### src/design/bss_pkg.sv
package bss_pkg;

  typedef enum logic [1:0] {
    ModeSigByte = 2'd0,
    ModeSigLen  = 2'd1,
    ModeScan    = 2'd2,
    ModeStart   = 2'd3
  } bss_mode_e;

  localparam int unsigned SlotW    = 2;
  localparam int unsigned BytePosW = 5;
  localparam int unsigned ByteW    = 8;
  localparam int unsigned OffsetW  = 16;

  localparam logic [OffsetW-1:0] OffsetMax = '1;

  // hit queue between the match front and the result back
  localparam int unsigned QueueDepth = 2;

  typedef struct packed {
    bss_mode_e             mode;
    logic [SlotW-1:0]      slot;
    logic [BytePosW-1:0]   byte_pos;
    logic [ByteW-1:0]      value;
  } bss_in_t;

  typedef struct packed {
    logic [SlotW-1:0]   match_slot;
    logic [OffsetW-1:0] match_offset;
    logic               last;
  } bss_out_t;

  typedef struct packed {
    logic full;
    logic empty;
  } bss_fifo_stat_t;

endpackage

### src/design/bss_fifo.sv
module bss_fifo #(
  parameter int unsigned WIDTH = 8,
  parameter int unsigned DEPTH = 2
) (
  input  logic                    clk_i,
  input  logic                    rst_ni,
  input  logic                    push_i,
  input  logic [WIDTH-1:0]        data_i,
  input  logic                    pop_i,
  output logic [WIDTH-1:0]        data_o,
  output bss_pkg::bss_fifo_stat_t stat_o
);
  import bss_pkg::*;

  localparam int unsigned PtrW = (DEPTH > 1) ? $clog2(DEPTH) : 1;
  localparam int unsigned CntW = $clog2(DEPTH + 1);

  logic [WIDTH-1:0] mem_q [DEPTH];
  logic [PtrW-1:0]  wr_q, wr_d, rd_q, rd_d;
  logic [CntW-1:0]  cnt_q, cnt_d;
  logic             do_push, do_pop;

  assign stat_o.full  = (cnt_q == CntW'(DEPTH));
  assign stat_o.empty = (cnt_q == '0);
  assign do_push      = push_i && !stat_o.full;
  assign do_pop       = pop_i && !stat_o.empty;
  assign data_o       = mem_q[rd_q];

  always_comb begin
    wr_d  = wr_q;
    rd_d  = rd_q;
    cnt_d = cnt_q;
    if (do_push) begin
      wr_d = (wr_q == PtrW'(DEPTH - 1)) ? '0 : wr_q + PtrW'(1);
    end
    if (do_pop) begin
      rd_d = (rd_q == PtrW'(DEPTH - 1)) ? '0 : rd_q + PtrW'(1);
    end
    if (do_push && !do_pop) begin
      cnt_d = cnt_q + CntW'(1);
    end else if (do_pop && !do_push) begin
      cnt_d = cnt_q - CntW'(1);
    end
  end

  always_ff @(posedge clk_i or negedge rst_ni) begin
    if (!rst_ni) begin
      wr_q  <= '0;
      rd_q  <= '0;
      cnt_q <= '0;
    end else begin
      wr_q  <= wr_d;
      rd_q  <= rd_d;
      cnt_q <= cnt_d;
    end
  end

  always_ff @(posedge clk_i) begin
    if (do_push) begin
      mem_q[wr_q] <= data_i;
    end
  end

endmodule

### config.mk
export PLATFORM = sky130hd
export DESIGN_NAME = bss_fifo
export DESIGN_NICKNAME = d
export VERILOG_FILES = /design/src/design/bss_pkg.sv /design/src/design/bss_fifo.sv
export SDC_FILE = /design/constraint.sdc
export NUM_CORES = 1
export LEC_CHECK = 0
export BUFFER_PORTS_ARGS = -buffer_cell sky130_fd_sc_hd__buf_2
export CORE_ASPECT_RATIO = 1.1
export CORE_MARGIN = 3
export CORE_UTILIZATION = 44
export DETAILED_ROUTE_END_ITERATION = 8
export PLACE_DENSITY = 0.74
export REMOVE_ABC_BUFFERS = 1
export SETUP_SLACK_MARGIN = 0.05
export SYNTH_ARGS = -nofsm -noshare
export SYNTH_HDL_FRONTEND = slang
export SYNTH_SLANG_ARGS = --single-unit
### constraint.sdc
create_clock -name clk_i -period 1.4 [get_ports clk_i]
set_input_delay 0.21 -clock clk_i [delete_from_list [all_inputs] [get_ports clk_i]]
set_output_delay 0.21 -clock clk_i [all_outputs]
set_load 0.02 [all_outputs]
* Yosys cells after proc, flatten, opt, wreduce, memory -nomap -nowiden
Memory sizes are Yosys's and may differ from the RTL's.
Index checks and enable logic that the tools add are counted.
** Word-level totals
- Bits in registers :: 4
- Memory bits (writable) :: 16
- Output and inout bits :: 10
- Input bits :: 12
- Word-level logic and storage cells :: 25
- Memories kept :: 1
** Memory list
- mem_q :: depth 2, width 8, rd ports 1, clocked after Yosys merged registers in 0, wr ports 1, RTL line bss_fifo.sv:18 : logic [WIDTH-1:0] mem_q [DEPTH];
** Cells by class
- Add/subtract/negate cells :: 4
- Equality and inequality tests :: 1
- Multiplexer cells :: 6
- Reduce and logical (&&, ||, !) cells :: 10
** Operator list (count)
- $logic_and A1 B1 Y1 :: 4
- $logic_not A1 Y1 :: 4
- $mux W1 :: 4
- $mux W2 :: 2
- $add A1 B1 Y1 const B :: 2
- $add A2 B1 Y2 const B :: 1
- $eq A2 B2 Y1 const B :: 1
- $logic_not A2 Y1 :: 1
- $reduce_bool A2 Y1 :: 1
- $sub A2 B1 Y2 const B :: 1

* Longest topological paths before layout
- Word-level depth :: 7
- Depth in mapped cells :: 7
- Gate-level depth less buffers :: 7

* Worst setup path before layout
OpenSTA, ideal clock, no wires.
- Kind :: register -> register
- Start point :: register cnt_q[0]
- End point :: memory mem_q[0][0], enable pin
- Setup slack :: 8 ps
- Library setup time :: 370 ps
- Period minus slack after synthesis :: 1392 ps
- Data arrival time :: 1022 ps
- Buffers on the path :: 0
- Stages on the path, launching flop included :: 4
- Data required time :: 1030 ps
- Path through :: dfrtp_1 > nand2b_1 > nand2_2 > nor2_1
** Between the ends
- Word-level cells in the longest chain between the ends :: 5
** RTL lines
- start: declaration :: RTL line bss_fifo.sv:20 : logic [CntW-1:0] cnt_q, cnt_d;
- start signal: assignment :: RTL line bss_fifo.sv:54 : cnt_q <= cnt_d;
- $eq A2 B2 Y1 :: RTL line bss_fifo.sv:23 : assign stat_o.full = (cnt_q == CntW'(DEPTH));
- $logic_not A1 Y1 :: RTL line bss_fifo.sv:25 : assign do_push = push_i && !stat_o.full;
- $logic_and A1 B1 Y1 :: RTL line bss_fifo.sv:25
- $mux W1 :: RTL line bss_fifo.sv:59 : if (do_push) begin
- $mux W1 (implied by the code) :: RTL line bss_fifo.sv:60 : mem_q[wr_q] <= data_i;
- end: declaration :: RTL line bss_fifo.sv:18
No other way between the ends.

* Worst setup path in the final report
- Start point :: register rd_q
- End point :: output data_o[6]
** Between the ends
- Word-level cells in the longest chain between the ends :: 1
** RTL lines
- start: declaration :: RTL line bss_fifo.sv:19 : logic [PtrW-1:0] wr_q, wr_d, rd_q, rd_d;
- start signal: assignment :: RTL line bss_fifo.sv:53 : rd_q <= rd_d;
- $mem_v2 Z2 W8
- end: declaration :: RTL line bss_fifo.sv:10 : output logic [WIDTH-1:0] data_o,
No other way between the ends.

==> flow_summary.yaml <==
outcome:
  status: "finished, violations left"
  violations: "setup timing"
placed_design:
  dp.cells: 85
  port-buffer-count: 21
  dp_hpwl_um: 980
  gp_congestion: 0.670
clock_network:
  cts_tree: "done"
  clock_sinks: 20
  htreeDepth: 1
  clkTransAtPathRegs_ns: 0.11
  clkLatencyLatePin_ns: 0.29
  clockRootBuffer: "clkbuf_4"
  clockBufferDepth: 2
  numCtsBuffers: 3
timing:
  setup_viol: 8
  hold_violations: 0
  rsz0062_at_grt: "true"
  fin_crit_ns: 1.50
  slew_headroom_pct: 85.5
  tightestPinTransition_ns: 0.218
  slew_viol_final: 0
  fmax_ghz: 0.665
  post-route-period-util_pct: 107
  clock-skew-final_ns: 0.00661
  fin_hold_ws_ns: 0.101
  setup_ws_ns: -0.104
critical_path:
  path_cells: "buf_12 > mux2_4 > buf_6"
  critPathCaptureType: "primary output"
  cpPeakStageDelay_ns: 0.44
  start_kind: "flop"
  cp_top_family: "flip-flops"
  path_buf_inv: 2
  cp_slowest_cell: "dfrtp_2"
  arrival_ns: 1.29
  required_ns: 1.19
  crit_path_max_fanout: 5
  critical_path_class: "flop to primary output"
route:
  drt_iter0_drc: 3
  drt-total-wl_mm: 1.45
  drtAntennaViolNets: 0
  routed_via_density: 4.95
  drt_pass1_iterations: 4
  wl_per_cell_um: 15.4
  drc: 0
  vias: 465
logic_synthesis:
  synth.top_cell.area_share_pct: 61.4
  syn_area_um2: 782
  synthesis.instances: 44
  synth_edf_count: 16
  synthTopCellsByCount: "edfxtp_1, mux2_1, dfrtp_1, nor2_1"
  synth-seq-cells: 20
  synth_flop_cell: "edfxtp_1"
  yosysMostFrequentCell: "edfxtp_1"
  ys_warn_count: 0
  async_flop_share_pct: 20.0
  avgSynthCellArea_um2: 17.8
  synth_cell_types: 15
  yosysTopAreaCell: "edfxtp_1"
  ys_top_cells_by_area: "edfxtp_1, dfrtp_1, mux2_1, mux2_2, xnor2_1"
  yosysSeqAreaShare_pct: 74.2
power:
  p_sw_share_pct: 32.9
  p_leak_uw: 0.000492
  irDropWorstVdd_mv: 1.55
  pwr-share-seq_pct: 37.6
  internal_power_uw: 1710
  power_switching_uw: 839
  clkPwrFrac_pct: 10.5
  combPwrFrac_pct: 51.9
  powerDensity_nw_per_um2: 2220
global_routing:
  grt_pass1_vias: 536
  gr-usage-met1_pct: 15.5
  antenna_found_initial: 0
  grt_pass1_wl_mm: 2.35
  grt_most_used_layer: "met2"
  grt_usage_pct: 14.6
  grt.met3_usage_pct: 3.94
  grt_max_degree: 12
  use_met2_pct: 25.2
  grt_overflow: 0
min_path:
  hold_path_class: "input pin to flop"
floorplanning:
  die_h_um: 50.2
  core.rowCount: 15
  start_util_pct: 48.4
  die_x_um: 46.2
  dieArea_um2: 2320
  ios: 22
  core_area_um2: 1610
layout:
  fillCellCount: 123
  insertedDiodeCount: 0
  fin_nets: 91
  syn2layout_area_growth_pct: 46.9
  drive_above_1_share_pct: 64.9
  instances_no_fill: 94
run:
  drv_cap: 0
## worst paths after layout
check / startpoint / endpoint / slack, ns / cells after the start
max in group asynchronous: rst_ni / rd_q / 0.99 / 2
setup / recovery: rd_q / data_o[6] / -0.10 / 3
hold reg to reg: cnt_q[1] / cnt_q[1] / 0.55 / 1
min in group asynchronous: rst_ni / wr_q / 0.27 / 2
setup reg to reg: cnt_q[1] / cnt_q[1] / 0.04 / 5
hold / removal: data_i[2] / mem_q[1][2] / 0.10 / 1
## sequential cells by signal, summed over array words and instances, names as in the netlist
register / count
mem_q: 16
cnt_q: 2
rd_q: 1
wr_q: 1
## final cells by class
type / instances / area [um^2] / share of cell area, %
well taps: 17 / 21.3 / 1.85
multi-input cells: 21 / 249 / 21.7
inverters: 2 / 7.51 / 0.654
flip-flops and latches: 20 / 583 / 50.8
repair buffers: 30 / 262 / 22.8
clock buffers: 4 / 26.3 / 2.29
## cells in the final DEF (no fill, tap or decap), drive strengths merged
cell type	count
o21ai	1
clkbuf	4
nand2	1
edfxtp	16
dfrtp	4
dlygate4sd3	1
and3	1
nor2	3
nand2b	1
ha	1
buf	29
mux2	8
xor2	2
xnor2	3
inv	2
## stage by stage
step	TNS [ns]	total power, uW	utilization (%)	setup WS (ns)	instance area (um^2)
after floorplan	0	1470	-	0.00785	777
after global placement	0	1730	57.8	0.0566	933
after detailed placement	-0.00641	1760	57.8	-0.00641	933
after CTS	-0.819	2450	68.4	-0.113	1100
after global routing	-1.26	2690	71.2	-0.157	1150
final	-0.765	2550	71.2	-0.104	1150
## power groups by stage
stage	Clock [uW]	Sequential (uW)	Combinational, uW
floorplan	0	942	525
global placement	0	956	775
detailed placement	0	965	798
CTS	276	946	1220
global route	307	978	1410
finish	268	957	1320
## what timing repair did
item                                    CTS  global route
endpoints found under the hold margin     4             0
gates cloned                              0             0
hold buffers                              1             0
resized for setup                        33             9
endpoints found under the setup margin   25            25
setup buffers                             3             1
pin swaps                                 2             3
## per-layer routing
metal,part of all wire [%],vias to the layer above
met2,57,15
met4,0.97,0
li1,-,227
met1,36,221
met3,5.5,2
met5,0,-
## worst register-to-register path, cell delays in order (launching register included)
cell and delay [ns]:
dfrtp_2 0.46, o21ai_2 0.24, ha_4 0.17, xor2_1 0.16, nor2_1 0.07, xor2_1 0.16
## logic make-up (layout without fill, tap and decap cells)
| logic type | count (synthesis) | count (layout) | share of synthesized area, % |
|---|---|---|---|
| DFF | 20 | 20 | 74.2 |
| muxes | 8 | 8 | 11.5 |
| and+or+nand+nor | 6 | 6 | 3.84 |
| xor gates and xnor gates | 5 | 5 | 6.56 |
| buffers and inverters | 3 | 36 | 1.60 |
| adders and majority gates | 1 | 1 | 1.60 |
| AOI/OAI and AO/OA | 1 | 1 | 0.639 |
No activity file was read; power rests on OpenSTA's default activity.
