[src/design/bss_pkg.sv]
package bss_pkg;

  typedef enum logic [1:0] {
    ModeSigByte = 2'd0,
    ModeSigLen  = 2'd1,
    ModeScan    = 2'd2,
    ModeStart   = 2'd3
  } bss_mode_e;

  localparam int unsigned SlotW    = 2;
  localparam int unsigned BytePosW = 5;
  localparam int unsigned ByteW    = 8;
  localparam int unsigned OffsetW  = 16;

  localparam logic [OffsetW-1:0] OffsetMax = '1;

  // hit queue between the match front and the result back
  localparam int unsigned QueueDepth = 2;

  typedef struct packed {
    bss_mode_e             mode;
    logic [SlotW-1:0]      slot;
    logic [BytePosW-1:0]   byte_pos;
    logic [ByteW-1:0]      value;
  } bss_in_t;

  typedef struct packed {
    logic [SlotW-1:0]   match_slot;
    logic [OffsetW-1:0] match_offset;
    logic               last;
  } bss_out_t;

  typedef struct packed {
    logic full;
    logic empty;
  } bss_fifo_stat_t;

endpackage

[src/design/bss_back.sv]
module bss_back #(
  parameter int unsigned NUM_SIGS = 4
) (
  input  logic                                      clk_i,
  input  logic                                      rst_ni,
  input  logic                                      q_empty_i,
  input  logic [NUM_SIGS-1:0]                       q_hit_i,
  input  logic [NUM_SIGS-1:0][bss_pkg::OffsetW-1:0] q_off_i,
  output logic                                      q_pop_o,
  input  logic                                      pop_i,
  output logic                                      empty_o,
  output bss_pkg::bss_out_t                         res_o
);
  import bss_pkg::*;

  localparam int unsigned RankW = (NUM_SIGS > 1) ? $clog2(NUM_SIGS) : 1;
  localparam int unsigned CntW  = $clog2(NUM_SIGS + 1);

  logic                              ent_vld_q, ent_vld_d;
  logic [NUM_SIGS-1:0]               hit_q, hit_d;
  logic [NUM_SIGS-1:0][OffsetW-1:0]  off_q, off_d;
  logic [NUM_SIGS-1:0][RankW-1:0]    rank_q, rank_d;
  logic [RankW-1:0]                  last_q, last_d;
  logic [RankW-1:0]                  k_q, k_d;
  logic                              out_vld_q, out_vld_d;
  bss_out_t                          out_q, out_d;

  logic [NUM_SIGS-1:0]               sel;
  logic [SlotW-1:0]                  sel_slot;
  logic [OffsetW-1:0]                sel_off;
  logic                              out_load, emit, is_last, ent_free;
  logic [NUM_SIGS-1:0][RankW-1:0]    new_rank;
  logic [RankW-1:0]                  new_last;

  // pick the hit whose rank is due
  always_comb begin
    sel_slot = '0;
    sel_off  = '0;
    for (int unsigned i = 0; i < NUM_SIGS; i++) begin
      sel[i] = hit_q[i] && (rank_q[i] == k_q);
      if (sel[i]) begin
        sel_slot = sel_slot | SlotW'(i);
        sel_off  = sel_off | off_q[i];
      end
    end
  end

  // rank every hit by offset, then slot
  always_comb begin
    logic [RankW-1:0] r;
    logic [CntW-1:0]  n;
    n = '0;
    for (int unsigned i = 0; i < NUM_SIGS; i++) begin
      r = '0;
      for (int unsigned j = 0; j < NUM_SIGS; j++) begin
        if (j != i && q_hit_i[i] && q_hit_i[j] &&
            (q_off_i[j] < q_off_i[i] || (q_off_i[j] == q_off_i[i] && j < i))) begin
          r = r + RankW'(1);
        end
      end
      new_rank[i] = r;
      n = n + CntW'(q_hit_i[i]);
    end
    new_last = RankW'(n - CntW'(1));
  end

  assign out_load = !out_vld_q || pop_i;
  assign emit     = ent_vld_q && out_load;
  assign is_last  = (k_q == last_q);
  assign ent_free = !ent_vld_q || (emit && is_last);
  assign q_pop_o  = ent_free && !q_empty_i;

  always_comb begin
    ent_vld_d = ent_vld_q;
    hit_d     = hit_q;
    off_d     = off_q;
    rank_d    = rank_q;
    last_d    = last_q;
    k_d       = k_q;
    out_vld_d = out_vld_q;
    out_d     = out_q;
    if (q_pop_o) begin
      ent_vld_d = 1'b1;
      hit_d     = q_hit_i;
      off_d     = q_off_i;
      rank_d    = new_rank;
      last_d    = new_last;
      k_d       = '0;
    end else if (emit && is_last) begin
      ent_vld_d = 1'b0;
    end else if (emit) begin
      k_d = k_q + RankW'(1);
    end
    if (out_load) begin
      out_vld_d = emit;
      if (emit) begin
        out_d.match_slot   = sel_slot;
        out_d.match_offset = sel_off;
        out_d.last         = is_last;
      end
    end
  end

  always_ff @(posedge clk_i or negedge rst_ni) begin
    if (!rst_ni) begin
      ent_vld_q <= 1'b0;
      k_q       <= '0;
      out_vld_q <= 1'b0;
    end else begin
      ent_vld_q <= ent_vld_d;
      k_q       <= k_d;
      out_vld_q <= out_vld_d;
    end
  end

  always_ff @(posedge clk_i) begin
    hit_q  <= hit_d;
    off_q  <= off_d;
    rank_q <= rank_d;
    last_q <= last_d;
    out_q  <= out_d;
  end

  assign empty_o = !out_vld_q;
  assign res_o   = out_q;

endmodule

[config.mk]
export PLATFORM = sky130hd
export DESIGN_NAME = bss_back
export DESIGN_NICKNAME = d
export VERILOG_FILES = /design/src/design/bss_pkg.sv /design/src/design/bss_back.sv
export SDC_FILE = /design/constraint.sdc
export NUM_CORES = 1
export LEC_CHECK = 0
export ABC_AREA = 0
export BUFFER_PORTS_ARGS = -buffer_cell sky130_fd_sc_hd__buf_2
export CAP_MARGIN = 20
export CORE_UTILIZATION = 62
export CTS_CLUSTER_DIAMETER = 40
export DETAILED_ROUTE_END_ITERATION = 10
export PLACE_DENSITY = 0.95
export SLEW_MARGIN = 10
export SYNTH_ARGS = -nofsm -noshare
export SYNTH_HDL_FRONTEND = slang
export SYNTH_SLANG_ARGS = --single-unit
[constraint.sdc]
create_clock -name clk_i -period 14.9 [get_ports clk_i]
set_clock_uncertainty 0.1 [all_clocks]
set_input_delay 2.98 -clock clk_i [delete_from_list [all_inputs] [get_ports clk_i]]
set_output_delay 2.98 -clock clk_i [all_outputs]
set_load 0.005 [all_outputs]
# == After elaboration in Yosys (flattened, before gate mapping) ==
# Index checks and enable logic that the tools add are counted.
# totals
word_cells,120
output_inout_bits,21
register_bits,101
input_bits,72
# op_classes
n_mux,22
n_eq_ne,12
bitwise,3
n_lt_le_gt_ge,12
n_addsub,13
reduce_logical,41
# ops
op,count
$lt 16x16->1,12
$eq 16x16->1,6
$mux 16,4
$or 16x16->16,3
$logic_and 1x1->1,25
$mux 2,11
$add 2x1->2 const B,5
$eq 2x2->1,5
$add 1x1->2 const B,4
$logic_or 1x1->1,8
$mux 1,7
$add 2x1->2,2
$reduce_and 2->1,2
$reduce_bool 2->1,2
$logic_not 1->1,3
$add 1x1->2,1
$ne 2x2->1 const B,1
$reduce_or 2->1,1
$sub 2x1->2 const B,1

# == Logic depth before layout (Yosys ltp) ==
# depth
depth_word,9
depth_mapped,11
mapped_depth_nobuf,11

# == Worst setup path before layout ==
# OpenSTA, ideal clock, no wires.
# synth_timing
path_kind,input-to-output
startpoint,input port pop_i
endpoint,output port q_pop_o
required_time_ps,11820
n_path_buf,0
slack_ps,5064
t_arrival_ps,6756
cell_stages,3
cell_sequence,nor2_1 > o21ai_0 > nor2b_1
# synth_between
elab_chain_len,5
# synth_rtl
element,line_no,text
start: declaration,bss_back.sv:10,"input logic pop_i,"
$logic_or 1x1->1,bss_back.sv:67,assign out_load = !out_vld_q || pop_i;
$logic_and 1x1->1,bss_back.sv:68,assign emit = ent_vld_q && out_load;
$logic_and 1x1->1,bss_back.sv:70,assign ent_free = !ent_vld_q || (emit && is_last);
$logic_or 1x1->1,bss_back.sv:70,
$logic_and 1x1->1,bss_back.sv:71,assign q_pop_o = ent_free && !q_empty_i;
end: declaration,bss_back.sv:9,"output logic q_pop_o,"
# No other way between the ends.

# == Worst setup path after layout ==
# Ends and elaborated chain as after synthesis.

==> summary.txt <==
Status - finished, final reports clean
Hold EP - out_vld_q
Layout Nets - 810
Antenna Cells - 0
CP delay by family, top - buffers and inverters
VDD IR max - 0.0657 mV
Hold violation count in the final report - 0
Final setup viols - 0
Most frequent cells in the layout - ha_1, edfxtp_1, buf_2
Crit Path Category - input pin to output pin
Post-synth ARST share - 0.0396
Switching Fraction - 0.304
Die area - 0.0104 mm2
Mapped Cells - 536
Rel. slew slack - 0.348
Switching pwr - 269 uW
RR Startpoint - k_q[0]
FF-to-FF path depth - 5
Clock group share of total power - 0.228
Vias - 4608
Pint - 614 uW
Setup TNS Final - 0 ns
Slew Viols, Final - 0
Setup crit end kind - output pin
Reg2Reg Setup Slack - 12.22 ns
Vias in the first global route - 4496
# Post-CTS Setup Buffers - 0
First-pass GRT wire length - 22500 um
Initial Utilization - 0.637
EDFF count, synth - 97
Worst-Skew Late Latency - 0.37 ns
Setup WS post-layout - 7.20 ns
Commonest non-fill, non-tap cell in the layout - ha_1
Syn-to-layout area delta - 13.7%
CTS Root Cell - clkbuf_8
Worst-Margin Slew - 0.978 ns
Max Fanout on Critical Path - 79
Pre-antenna DRT Iters - 5
DIE WIDTH - 102 um
Worst path depth - 6
Most used cell, CP - buf_2
Cell area after layout - 0.00704 mm2
Synthesized flop and latch total - 101
CP max-delay cell - buf_4
Cell Area, Placed - 0.00680 mm2
RSZ-0062 raised after global routing - no
Maximum Capacitance Violations - 0
Cell Area, Synth - 0.00620 mm2
Top_reg_cell synth - edfxtp_1
Worst R2R End - off_q[39]
Largest stage delay on the critical path - 0.77 ns
Synth top area share - 0.470
Fin crit share - 0.517
Port buffer count - 92
CTS sink cnt - 101
WL per Instance - 18.8 um
Startpoint types - input pin
Die Ht - 102 um
Clock Pin Slew Worst Setup and Hold Paths - 0.09 ns
Syn Area/Cell - 11.6 um2
DRC viols - 0
Crit-path cells - buf_2 -> nor2_1 -> o21ai_0 -> nor2b_4 -> buf_4 -> buf_2
Core area - 0.00973 mm2
Hold Crit Depth - 2
Synth top area cells - edfxtp_1, ha_1, a22oi_1
Seq pwr share - 0.488
Filler Cells Inserted - 719
Tmin final - 7.70 ns
Required @ worst endpoint - 11.82 ns
DRT iter0 DRCs - 286
H-tree depth - 3
Share of cells above drive strength 1 - 0.178
CTS tree - built
Core Rows - 36
Post-DP HPWL - 11000 um
Leakage - 0.00320 uW
F_max - 130 MHz
Post_cts resized - 0
CTS buffer count - 9
Final ANT Viol Nets - 0
WP data arrival - 4.62 ns
Top Ports - 93
Initial antenna violation count - 0
Dominant cell type by area after synthesis - edfxtp_1
HP Start - out_vld_q
Pin count of the biggest net entering global routing - 80
Sequential share of the synthesized area - 0.486
Hold Buf Count CTS - 0
Power Dens Cells - 125 mW/mm2
Comb power frac - 0.284
Routability cong. - 0.945
Mapped Nets - 715
Total gr overflow - 0
Netlist cell types - 45
Total GRT Usage - 0.293
Hold crit path type - register to register
Syn. warnings - 0
Critical path buffers and inverters - 3
Drt total wl - 14500 um
Maximum root-to-sink buffer count - 2
Worst setup slack after placement - 7.23 ns
Vias/cell - 6.00
[per-layer routing]
layer / wire length, um / global-route usage / vias up / part of all wire
li1: - / - / 2195 / -
met3: 795 / 0.0445 / 37 / 0.055
met2: 7240 / 0.511 / 197 / 0.50
met5: 0 / 0 / - / 0
met1: 6030 / 0.364 / 2179 / 0.42
met4: 393 / 0.123 / 0 / 0.027
[cells by family (layout without fill, tap and decap cells)]
family	Yosys count	after routing	share of synthesized area
buffers and inverters	70	169	0.0428
and+or+nand+nor	121	121	0.104
DFF	101	101	0.486
muxes	4	4	0.00646
adders and majority gates	107	107	0.217
AOI/OAI and AO/OA	118	118	0.122
xor gates and xnor gates	15	15	0.0212
[worst reg2reg max path: cells and delay by family, from the launching register on]
family                    cells  cell delay, ns
DFF                           1            0.61
xor gates and xnor gates      1            0.17
buffers and inverters         1            0.77
and+or+nand+nor               2            0.34
AOI/OAI and AO/OA             1            0.29
[Yosys cell counts, drive strengths merged (2+ instances only)]
library cell  count
a211oi            5
a21boi            3
a21o             11
a21oi            37
a22oi            32
and2              2
and3              6
and3b             2
and4              4
buf               2
clkbuf            8
dfrtp             4
edfxtp           97
ha              106
inv              60
mux2i             4
nand2            38
nand2b            3
nand3            11
nand4            19
nor2              9
nor2b             9
nor3              7
o211ai            2
o21ai            18
o22ai             3
or2               5
or3               2
xnor2            11
xor2              4
[state kept, by name (all words and copies together) (netlist names)]
| signal | flops |
|---|---|
| off_q | 64 |
| ent_vld_q | 1 |
| res_o | 19 |
| out_vld_q | 1 |
| k_q | 2 |
| hit_q | 4 |
| last_q | 2 |
| rank_q | 8 |
[power groups by stage]
stage / combinational, uW / clock (uW) / sequential [uW]
after detailed placement: 247 / 0 / 438
final: 251 / 202 / 431
after CTS: 248 / 201 / 431
after global placement: 231 / 0 / 433
after global routing: 279 / 213 / 438
after floorplan: 156 / 0 / 435
[final cells by class]
| cell class | instances | area, um2 | area share |
|---|---|---|---|
| inverters | 60 | 225 | 0.0320 |
| multi-input cells | 365 | 2930 | 0.415 |
| clock inverters | 4 | 97.6 | 0.0139 |
| flip-flops and latches | 101 | 3010 | 0.428 |
| well taps | 133 | 166 | 0.0236 |
| clock buffers | 11 | 131 | 0.0187 |
| repair buffers | 94 | 483 | 0.0686 |
[worst max path at each step]
| stage | start | end | slack [ns] |
|---|---|---|---|
| CTS | pop_i | q_pop_o | 7.21 |
| global placement | pop_i | q_pop_o | 7.35 |
| detailed placement | pop_i | q_pop_o | 7.23 |
| finish | pop_i | q_pop_o | 7.20 |
| floorplan | pop_i | q_pop_o | 5.06 |
| global route | pop_i | q_pop_o | 7.13 |
[stage by stage]
| step | utilization | power (uW) | instances | hold WS (ns) |
|---|---|---|---|---|
| after global placement | 0.699 | 665 | 752 | 0.406 |
| after global routing | 0.724 | 930 | 768 | 0.461 |
| after CTS | 0.722 | 881 | 767 | 0.443 |
| final | 0.724 | 883 | 768 | 0.444 |
| after detailed placement | 0.699 | 684 | 752 | 0.423 |
| after floorplan | - | 591 | 536 | 0.385 |
Note: power is estimated with default switching activity, not from simulation.
